--- config.mk ---
export PLATFORM = sky130hd
export DESIGN_NAME = sliding_window_transport_endpoint_unit
export DESIGN_NICKNAME = d
export VERILOG_FILES = /design/src/rtl/swte_pkg.sv /design/src/rtl/sliding_window_transport_endpoint_unit.sv /design/src/rtl/swte_ring.sv
export SDC_FILE = /design/constraint.sdc
export NUM_CORES = 2
export LEC_CHECK = 0
export BUFFER_PORTS_ARGS = -buffer_cell sky130_fd_sc_hd__buf_2
export CAP_MARGIN = 10
export CELL_PAD_IN_SITES_DETAIL_PLACEMENT = 0
export CELL_PAD_IN_SITES_GLOBAL_PLACEMENT = 1
export CORE_UTILIZATION = 45
export DETAILED_ROUTE_END_ITERATION = 10
export HOLD_SLACK_MARGIN = 0.03
export PLACE_DENSITY = 0.75
export SETUP_SLACK_MARGIN = 0.5
export SLEW_MARGIN = 20
export SYNTH_ARGS = -nofsm -noshare
export SYNTH_HDL_FRONTEND = slang
export SYNTH_SLANG_ARGS = --single-unit
--- constraint.sdc ---
create_clock -name clock -period 23.7 [get_ports clock]
set_clock_uncertainty 0.2 [all_clocks]
set_input_delay 4.74 -clock clock [delete_from_list [all_inputs] [get_ports clock]]
set_output_delay 4.74 -clock clock [all_outputs]
set_load 0.03 [all_outputs]
--- src/rtl/swte_pkg.sv ---
// ---------------------------------------------------------------------------
// swte_pkg
// Types and constants of the sliding window endpoint.
// ---------------------------------------------------------------------------
package swte_pkg;
   localparam int RECV_SLOTS_DEF = 32;
   localparam int SEND_SLOTS_DEF = 32;
   localparam logic [5:0]  WINDOW_RESET  = 6'd20;
   localparam logic [31:0] TIMEOUT_RESET = 32'd1000;

   typedef enum logic [1:0] {
      ACT_RECV = 2'd0,
      ACT_SEND = 2'd1,
      ACT_TICK = 2'd2,
      ACT_NONE = 2'd3
   } action_type;

   typedef enum logic [1:0] {
      KIND_DELIVER = 2'd0,
      KIND_ACK     = 2'd1,
      KIND_NEW     = 2'd2,
      KIND_RETX    = 2'd3
   } kind_type;

   typedef enum logic {
      CSR_WINDOW  = 1'b0,
      CSR_TIMEOUT = 1'b1
   } csr_index_type;

   typedef enum logic [2:0] {
      ST_IDLE,
      ST_EXEC,
      ST_DRAIN,
      ST_ACK
   } state_type;

   typedef struct packed {
      logic [1:0]  action;
      logic [31:0] pkt_number;
      logic [31:0] ack_number;
      logic [15:0] payload_handle;
      logic [10:0] payload_length;
   } req_type;

   typedef struct packed {
      logic [1:0]  kind;
      logic [31:0] seq_out;
      logic [31:0] ack_out;
      logic [15:0] handle_out;
      logic [10:0] length_out;
      logic        last;
   } rsp_type;

   // payload kept per slot
   typedef struct packed {
      logic [15:0] handle;
      logic [10:0] length;
   } slot_type;
endpackage

--- src/rtl/sliding_window_transport_endpoint_unit.sv ---
// Sliding window endpoint. An accepted command (start high, busy low) runs in
// ST_EXEC; a received data packet then goes through ST_DRAIN, which walks the
// reorder ring one slot per cycle through its registered memory read,
// delivering each in-order payload until it finds the first empty slot, and
// then ST_ACK, which sends the ack. Each result appears on the rsp_ ports for one
// cycle with rsp_valid high; the receiver cannot stall, and last marks the
// final result of a command. busy stays high until a command's results are out.
// ---------------------------------------------------------------------------
// sliding_window_transport_endpoint_unit
// Send and receive window bookkeeping with reorder and retransmit stores.
// ---------------------------------------------------------------------------
module sliding_window_transport_endpoint_unit #(
   parameter int RECV_SLOTS = swte_pkg::RECV_SLOTS_DEF,
   parameter int SEND_SLOTS = swte_pkg::SEND_SLOTS_DEF
) (
   input  logic              clock,
   input  logic              reset,
   input  logic              start,
   output logic              busy,
   input  swte_pkg::req_type req_word,
   output logic              rsp_valid,
   output swte_pkg::rsp_type rsp_word,
   input  logic              csr_valid,
   output logic              csr_ready,
   input  logic              csr_index,
   input  logic [31:0]       csr_data
);
   localparam int RB = $clog2(RECV_SLOTS);
   localparam int SB = $clog2(SEND_SLOTS);

   // configuration
   logic [5:0]  window_ff;
   logic [31:0] timeout_ff;
   assign csr_ready = 1'b1;
   always_ff @(posedge clock) begin
      if (reset) begin
         window_ff  <= swte_pkg::WINDOW_RESET;
         timeout_ff <= swte_pkg::TIMEOUT_RESET;
      end else if (csr_valid) begin
         unique case (swte_pkg::csr_index_type'(csr_index))
            swte_pkg::CSR_WINDOW:  window_ff  <= csr_data[5:0];
            swte_pkg::CSR_TIMEOUT: timeout_ff <= csr_data;
            default: ;
         endcase
      end
   end

   // control state
   swte_pkg::state_type state_ff, state_in;
   swte_pkg::req_type   req_ff;
   logic [31:0] recv_base_ff, recv_base_in;
   logic [31:0] send_base_ff, send_base_in;
   logic [31:0] next_seq_ff, next_seq_in;
   logic        timer_run_ff, timer_run_in;
   logic [31:0] elapsed_ff, elapsed_in;
   logic [RECV_SLOTS-1:0] rvalid_ff, rvalid_in;

   // memories
   logic          r_we, s_we;
   logic [RB-1:0] r_waddr, r_raddr;
   logic [SB-1:0] s_waddr, s_raddr;
   swte_pkg::slot_type r_rdata, s_rdata, wdata;
   assign wdata = '{handle: req_ff.payload_handle, length: req_ff.payload_length};

   swte_ring #(.SLOTS(RECV_SLOTS)) u_recv (
      .clock(clock), .wr_en(r_we), .wr_addr(r_waddr), .wr_data(wdata),
      .rd_addr(r_raddr), .rd_data(r_rdata));
   swte_ring #(.SLOTS(SEND_SLOTS)) u_send (
      .clock(clock), .wr_en(s_we), .wr_addr(s_waddr), .wr_data(wdata),
      .rd_addr(s_raddr), .rd_data(s_rdata));

   // forwarded receive read data
   swte_pkg::slot_type rd_fwd;
   logic               fwd_ff;

   logic accept;
   assign busy   = (state_ff != swte_pkg::ST_IDLE);
   assign accept = start && !busy;

   // derived values for the held command
   logic [31:0] outstanding, ack_off, pkt_dist, sb_new, elapsed_inc, limit, win;
   logic        ack_ok, in_win, store_ok, retx;
   logic [RB-1:0] pslot;
   always_comb begin
      outstanding = next_seq_ff - send_base_ff;
      ack_off     = req_ff.ack_number - send_base_ff;
      ack_ok      = ack_off < outstanding;
      sb_new      = ack_ok ? req_ff.ack_number + 32'd1 : send_base_ff;
      pkt_dist    = req_ff.pkt_number - recv_base_ff;
      pslot       = req_ff.pkt_number[RB-1:0];
      store_ok    = (pkt_dist < 32'(RECV_SLOTS)) && !rvalid_ff[pslot];
      win         = (window_ff == 6'd0) ? 32'd1 :
                    ((32'(window_ff) > 32'(SEND_SLOTS)) ? 32'(SEND_SLOTS) :
                     32'(window_ff));
      in_win      = outstanding < win;
      limit       = (timeout_ff == 32'd0) ? 32'd1 : timeout_ff;
      elapsed_inc = (elapsed_ff != 32'hFFFF_FFFF) ? elapsed_ff + 32'd1 : elapsed_ff;
      retx        = timer_run_ff && (elapsed_inc >= limit);
   end

   // next state
   always_comb begin
      state_in = state_ff;
      unique case (state_ff)
         swte_pkg::ST_IDLE:  if (accept) state_in = swte_pkg::ST_EXEC;
         swte_pkg::ST_EXEC:
            state_in = (req_ff.action == swte_pkg::ACT_RECV &&
                        req_ff.pkt_number != 32'd0) ?
                       swte_pkg::ST_DRAIN : swte_pkg::ST_IDLE;
         swte_pkg::ST_DRAIN: if (!rvalid_ff[recv_base_ff[RB-1:0]])
                                state_in = swte_pkg::ST_ACK;
         swte_pkg::ST_ACK:   state_in = swte_pkg::ST_IDLE;
         default:            state_in = swte_pkg::ST_IDLE;
      endcase
   end

   // datapath and outputs
   always_comb begin
      recv_base_in = recv_base_ff;
      send_base_in = send_base_ff;
      next_seq_in  = next_seq_ff;
      timer_run_in = timer_run_ff;
      elapsed_in   = elapsed_ff;
      rvalid_in    = rvalid_ff;
      r_we = 1'b0; s_we = 1'b0;
      r_waddr = pslot;
      s_waddr = next_seq_ff[SB-1:0];
      r_raddr = recv_base_ff[RB-1:0];
      s_raddr = send_base_ff[SB-1:0];
      rsp_valid = 1'b0;
      rsp_word  = '0;
      unique case (state_ff)
         swte_pkg::ST_IDLE: ;
         swte_pkg::ST_EXEC: begin
            unique case (swte_pkg::action_type'(req_ff.action))
               swte_pkg::ACT_RECV: begin
                  send_base_in = sb_new;
                  if (ack_ok) begin
                     if (sb_new == next_seq_ff) timer_run_in = 1'b0;
                     else elapsed_in = 32'd0;
                  end
                  if (req_ff.pkt_number != 32'd0 && store_ok) begin
                     r_we = 1'b1;
                     rvalid_in[pslot] = 1'b1;
                  end
               end
               swte_pkg::ACT_SEND: if (in_win) begin
                  s_we = 1'b1;
                  rsp_valid = 1'b1;
                  rsp_word = '{kind: swte_pkg::KIND_NEW, seq_out: next_seq_ff,
                               ack_out: recv_base_ff - 32'd1,
                               handle_out: req_ff.payload_handle,
                               length_out: req_ff.payload_length, last: 1'b1};
                  next_seq_in = next_seq_ff + 32'd1;
                  if (!timer_run_ff) begin
                     timer_run_in = 1'b1;
                     elapsed_in   = 32'd0;
                  end
               end
               swte_pkg::ACT_TICK: if (timer_run_ff) begin
                  elapsed_in = retx ? 32'd0 : elapsed_inc;
                  if (retx && send_base_ff != next_seq_ff) begin
                     rsp_valid = 1'b1;
                     rsp_word = '{kind: swte_pkg::KIND_RETX, seq_out: send_base_ff,
                                  ack_out: recv_base_ff - 32'd1,
                                  handle_out: s_rdata.handle,
                                  length_out: s_rdata.length, last: 1'b1};
                  end
               end
               default: ;
            endcase
         end
         swte_pkg::ST_DRAIN: begin
            // the read issued last cycle is for recv_base; a slot just
            // written at that address is forwarded from the command
            if (rvalid_ff[recv_base_ff[RB-1:0]]) begin
               rsp_valid = 1'b1;
               rsp_word = '{kind: swte_pkg::KIND_DELIVER, seq_out: recv_base_ff,
                            ack_out: 32'd0, handle_out: rd_fwd.handle,
                            length_out: rd_fwd.length, last: 1'b0};
               rvalid_in[recv_base_ff[RB-1:0]] = 1'b0;
               recv_base_in = recv_base_ff + 32'd1;
               r_raddr = recv_base_in[RB-1:0];
            end
         end
         swte_pkg::ST_ACK: begin
            rsp_valid = 1'b1;
            rsp_word = '{kind: swte_pkg::KIND_ACK, seq_out: 32'd0,
                         ack_out: recv_base_ff - 32'd1, handle_out: 16'd0,
                         length_out: 11'd0, last: 1'b1};
         end
         default: ;
      endcase
   end

   // forwarding of a payload written in the execute cycle
   always_ff @(posedge clock) begin
      fwd_ff <= r_we && (r_waddr == r_raddr);
   end
   assign rd_fwd = fwd_ff ? wdata : r_rdata;

   // registers
   always_ff @(posedge clock) begin
      if (reset) begin
         state_ff     <= swte_pkg::ST_IDLE;
         recv_base_ff <= 32'd1;
         send_base_ff <= 32'd1;
         next_seq_ff  <= 32'd1;
         timer_run_ff <= 1'b0;
         elapsed_ff   <= 32'd0;
         rvalid_ff    <= '0;
      end else begin
         state_ff     <= state_in;
         recv_base_ff <= recv_base_in;
         send_base_ff <= send_base_in;
         next_seq_ff  <= next_seq_in;
         timer_run_ff <= timer_run_in;
         elapsed_ff   <= elapsed_in;
         rvalid_ff    <= rvalid_in;
      end
   end
   always_ff @(posedge clock) begin
      if (accept) begin
         req_ff <= req_word;
      end
   end
endmodule

--- src/rtl/swte_ring.sv ---
// ---------------------------------------------------------------------------
// swte_ring
// Slot store: synchronous memory with one write port and one read port,
// with a registered read.
// ---------------------------------------------------------------------------
module swte_ring #(
   parameter int SLOTS = swte_pkg::RECV_SLOTS_DEF
) (
   input  logic                     clock,
   input  logic                     wr_en,
   input  logic [$clog2(SLOTS)-1:0] wr_addr,
   input  swte_pkg::slot_type       wr_data,
   input  logic [$clog2(SLOTS)-1:0] rd_addr,
   output swte_pkg::slot_type       rd_data
);
   swte_pkg::slot_type mem [SLOTS];
   swte_pkg::slot_type rd_data_ff;

   // write and registered read
   always_ff @(posedge clock) begin
      if (wr_en) begin
         mem[wr_addr] <= wr_data;
      end
      rd_data_ff <= mem[rd_addr];
   end

   assign rd_data = rd_data_ff;
endmodule

# After elaboration in Yosys (flattened, before gate mapping)
# Memory sizes are Yosys's and may differ from the RTL's. A register that Yosys moved wholly into a read port is not among the register bits.
# Cells that the tools add are included.
# word_totals
output_inout_bits,97
n_memories,2
input_bits,130
ff_bits,296
ram_bits,1728
# op_classes
reduce_logical,29
add_sub_neg,8
bitwise,4
order_cmp,9
muxes,56
eq_ne,20
# memory_table
memory,words,width,read_ports,rd_ports_with_merged_regs,write_ports,line_no,source
u_recv.mem,32,27,1,1,1,swte_ring.sv:16,swte_pkg::slot_type mem [SLOTS];
u_send.mem,32,27,1,1,1,swte_ring.sv:16,
# op_table
operator,n
32-bit two-way mux,12
94-bit two-way mux,3
94-bit one-hot mux with 3 select lines,1
94-bit one-hot mux with 2 select lines,1
"32-bit by 1-bit adder with 32-bit output, second input constant",4
32-bit one-hot mux with 3 select lines,1
32-bit subtractor,3
92-bit two-way mux,1
32-bit one-hot mux with 2 select lines,1
32-bit bitwise AND,1
32-bit equality test,1
32-bit >= comparator,1
32-bit logical NOT,1
32-bit < comparator,1
32-bit by 6-bit < comparator with 1-bit output,1
"32-bit by 6-bit < comparator with 1-bit output, second input constant",1
32-bit inequality test,1
"32-bit inequality test, second input constant",1
32-bit NOT,1
32-bit OR,1
32-bit nonzero test,1
"32-bit by 1-bit subtractor with 32-bit output, second input constant",1
27-bit two-way mux,1
1-bit two-way mux,20
32 further kinds,65

# Depth between registers and ports, before layout
# logic_depth
depth_word,10
mapped_depth,33

# Hierarchy
# From an unflattened synthesis, not the netlist that was laid out.
# hier_totals
cells_unflattened,6795
hier_area_um2,92184.7
# modules_own_cells
module,cells_per_inst,seq_area_each_um2,instances,area_each_um2
swte_ring (u_recv),1915,26485.4,1,34222.8
swte_ring (u_send),1915,26485.4,1,34221.6
sliding_window_transport_endpoint_unit,2965,6836.6,1,23740.3

# Worst setup path before layout
# Ideal clock, no wire load.
# synth_timing
path_type,reg2out
startpoint,reg send_base_ff[3]
endpoint,out rsp_word[60] (netlist bit)
t_required_ns,18.760
arrival_ns,5.268
slack_ns,13.492
stages_incl_launch_ff,22
path_buffers,4
path_cell_list,dfxtp_1 -> inv_1 -> clkbuf_1 -> clkbuf_1 -> ha_1 -> o211a_1 -> o21a_1 -> nor2_1 -> xor2_1 -> inv_1 -> ha_1 -> a2111oi_0 -> o21ai_0 -> a21oi_1 -> nand4_1 -> nor4b_1 -> nand4_1 -> nor4_1 -> clkbuf_1 -> clkbuf_1 -> a22oi_1 -> o21ai_0
# synth_rtl
item,line_no,source
start: declaration,sliding_window_transport_endpoint_unit.sv:52,"logic [31:0] send_base_ff, send_base_in;"
start signal: assignment,sliding_window_transport_endpoint_unit.sv:215,send_base_ff <= send_base_in;
end: declaration,sliding_window_transport_endpoint_unit.sv:22,"output swte_pkg::rsp_type rsp_word,"

==> out/results.tsv <==
stage	metric	value	unit
status	run_status	complete, no violations	
critical_path	worst-path-max-fanout	61	
critical_path	crit_arrival	7.34	ns
clock_network	cts_root_buffer	sky130_fd_sc_hd__clkbuf_16	
floorplan	die_area	202000	µm²
pwr	post-layout-total-power	0.00948	W
route	wirelength	260000	µm
clock_network	htree_levels	4	
sta	max_freq	0.0814	GHz
floorplan	initial_core_util	45.5	%
route	detailedRoute.firstIterationViolations	6235	
final_layout	n_fill_cell	16000	
sta	max_slew.worst_pin.slew	1.19	ns
critical_path	worstPathRequired	18.76	ns
final_layout	postLayoutCoreUtil	51.1	%
critical_path	crit_path_cell_trace	and3_1 > nand3_1 > or4_1 > nor2_1 > or2_2 > nor3_1 > nand2_1 > nor2_1 > xor2_1 > ha_1 > nand4_1 > or2_2 > a2111oi_0 > nand2_1 > o21ai_0 > and3_2 > buf_4 > a22oi_1 > o21ai_0 > buf_2	
route	detailroute.via_count	53000	
global_routing	grt_pass1_wl	371000	µm
final_layout	syn2layout_area_growth	12.4	%
global_routing	grt_use_total	25.4	%
floorplan	dieHeight	449	µm
yosys	post_synth_most_frequent_cells	sky130_fd_sc_hd__edfxtp_1, sky130_fd_sc_hd__mux4_2, sky130_fd_sc_hd__nand2_1	
final_layout	share_of_cells_above_drive_strength_1	21.4	%
route	drt_pre_antenna_iters	6	
yosys	post_synth_edffs	1821	
yosys	netlist_top_cells_area	sky130_fd_sc_hd__edfxtp_1, sky130_fd_sc_hd__mux4_2, sky130_fd_sc_hd__dfxtp_1	
yosys	synth-main-ff-cell	sky130_fd_sc_hd__edfxtp_1	
pwr	powerDensity	93.7	nW/µm²
pwr	vdd_ir_drop_max	0.121	mV
clock_network	clk_path_buf_depth	3	
floorplan	rows	163	
place	detailed_place_hpwl	164000	µm
yosys	yosys.cell_count.top_type	sky130_fd_sc_hd__edfxtp_1	
yosys	postSynthRegisterBits	2077	
yosys	syn_avg_cell_area	16.2	µm²
global_routing	number_of_global_route_vias_before_repair	51900	
route	detail_route.wl_per_cell	30.0	µm
floorplan	die_x	449	µm
global_routing	grt_overflow	0	
sta	setup-violations-final	0	
yosys	netlist.top_cell.by_area	sky130_fd_sc_hd__edfxtp_1	
place	numPlacedInstances	8268	
final_layout	fin_nets	6140	
sta	rsz0062_at_grt	false	
route	post-route-drc-count	0	
yosys	synth_warnings	0	
critical_path	critPathCaptureType	primary output	
sta	worst_slew_margin_rel	20.2	%
clock_network	number_of_gates_resized_after_cts	0	
final_layout	post_layout_nonfiller_instances	8656	
sta	timing_hold_violations_final	0	
run	drv_cap	0	
yosys	synth_nets	5867	
route	drt.antenna.violating_nets	0	
critical_path	criticalPathCategory	reg -> out	
place	numPortBuffers	225	
global_routing	largest_net_degree_at_the_start_of_global_routing	126	
clock_network	clk_latency	0.88	ns
floorplan	core_area	198000	µm²
sta	period_minus_slack	12.28	ns
yosys	postSynthCellCount	5560	
floorplan	pin_count	227	
yosys	ys_async_sr_fraction	0	%
sta	slew_viol_final	0	
global_routing	antenna_found_initial	7	
critical_path	slowest_stage_cell_cp	sky130_fd_sc_hd__buf_4	
clock_network	path_clk_slew	0.06	ns
yosys	synth_top_area_share	60.7	%
clock_network	clk_sinks	2077	
sta	final_min_period_over_clock_period	51.8	%
clock_network	cts_hold_buffers	0	
pwr	power_leakage	33.9	nW
yosys	synth.yosys.seq_area_share	66.4	%
min_path	min_path_type	reg -> reg	
place	gpl.final_weighted_congestion	0.908	
clock_network	tritoncts	built	
yosys	syn_area	90000	µm²
route	drt-vias-per-instance	6.12	
yosys	netlist-cell-type-count	100	
sta	fin_setup_tns	0	ns
critical_path	setup.worst_path.start_class	flip-flop	
clock_network	cts_made_buffers	203	
critical_path	critPathMaxStageDelay	0.71	ns
clock_network	postCtsSetupBuffers	0	
-- layer usage --
metal  vias to the layer above  part of all wire, %  GRT usage [%]  wire, µm
met3                       427                  8.0           3.70     20900
li1                      22700                    -              -         -
met5                         -                    0              0         0
met2                      2645                   49           41.9    127000
met4                         0                  4.7           11.2     12300
met1                     27200                   38           33.6    100000
-- placed cells by master, fill, tap and decap left out, types with 69 or more instances in the layout --
cell type | synthesis | layout
sky130_fd_sc_hd__o22ai_1 | 69 | 69
sky130_fd_sc_hd__buf_2 | 35 | 224
sky130_fd_sc_hd__inv_1 | 153 | 152
sky130_fd_sc_hd__nand2_1 | 334 | 332
sky130_fd_sc_hd__buf_4 | 4 | 130
sky130_fd_sc_hd__nand3_1 | 116 | 116
sky130_fd_sc_hd__xnor2_1 | 144 | 141
sky130_fd_sc_hd__o21ai_0 | 87 | 87
sky130_fd_sc_hd__nor2_1 | 314 | 287
sky130_fd_sc_hd__mux4_2 | 532 | 532
sky130_fd_sc_hd__a22oi_1 | 69 | 69
sky130_fd_sc_hd__xor2_1 | 76 | 76
sky130_fd_sc_hd__clkbuf_16 | 0 | 203
sky130_fd_sc_hd__edfxtp_1 | 1821 | 1821
sky130_fd_sc_hd__ha_1 | 175 | 175
sky130_fd_sc_hd__mux2i_1 | 107 | 107
sky130_fd_sc_hd__dfxtp_1 | 256 | 252
sky130_fd_sc_hd__a21oi_1 | 201 | 199
-- report_power, final --
| group | leakage (nW) | total [W] | switching (W) | internal (W) |
|---|---|---|---|---|
| Combinational | 12.2 | 0.00214 | 0.00127 | 0.000871 |
| Sequential | 18.5 | 0.00416 | 0.000116 | 0.00405 |
| Clock | 3.17 | 0.00317 | 0.00142 | 0.00176 |
-- area by class of cell --
type | count | area (µm²) | area share [%]
sequential | 2077 | 59800 | 59.1
multi-input combinational | 3034 | 28700 | 28.4
clock buffer | 254 | 5330 | 5.27
tap | 2640 | 3300 | 3.27
timing repair buffer | 357 | 2150 | 2.12
clock inverter | 127 | 1220 | 1.21
inverter | 160 | 603 | 0.596
antenna | 7 | 17.5 | 0.0173
-- path summary, 6_finish.rpt --
kind | cells past startpoint | slack, ns | end | from
worst min-delay path | 2 | 0.28 | timeout_ff[24] | timeout_ff[24]
worst max-delay path | 20 | 11.42 | rsp_word[60] | elapsed_ff[3]
worst min register to register | 2 | 0.28 | timeout_ff[24] | timeout_ff[24]
worst max register to register | 31 | 13.69 | elapsed_ff[23] | send_base_ff[4]
-- worst max-delay path, delay by kind of cell (launching register included) --
family	cells	cell delay (ns)
and+or+nand+nor	12	2.96
AOI/OAI and AO/OA	4	1.58
buffers and inverters	2	1.03
DFF	1	0.41
adders and majority gates	1	0.30
xor gates and xnor gates	1	0.16
-- metrics by stage --
stage	hold WS (ns)	instance area, µm²	worst slack, ns
global placement	0.257	94600	12.20
finish	0.280	101000	11.42
detailed placement	0.266	94600	12.20
floorplan	0.246	90000	13.49
CTS	0.277	101000	11.23
global route	0.289	101000	10.86
-- logic make-up (layout without fill, tap and decap cells) --
group	Yosys count	count (layout)	share of synthesized area (%)
and+or+nand+nor	1209	1209	6.54
muxes	647	647	14.6
DFF	2077	2077	66.4
AOI/OAI and AO/OA	779	779	5.83
adders and majority gates	177	177	2.48
other	1	8	0.00417
xor gates and xnor gates	221	221	2.16
buffers and inverters	449	898	1.95
-- flip-flops by register name (all words and copies together) (netlist names), 32 cells and up --
name          cells
recv_base_ff     32
timeout_ff       32
u_recv.mem      864
u_send.mem      864
send_base_ff     32
elapsed_ff       32
next_seq_ff      32
rvalid_ff        32
req_ff           88
No activity file was read; power rests on OpenSTA's default activity.
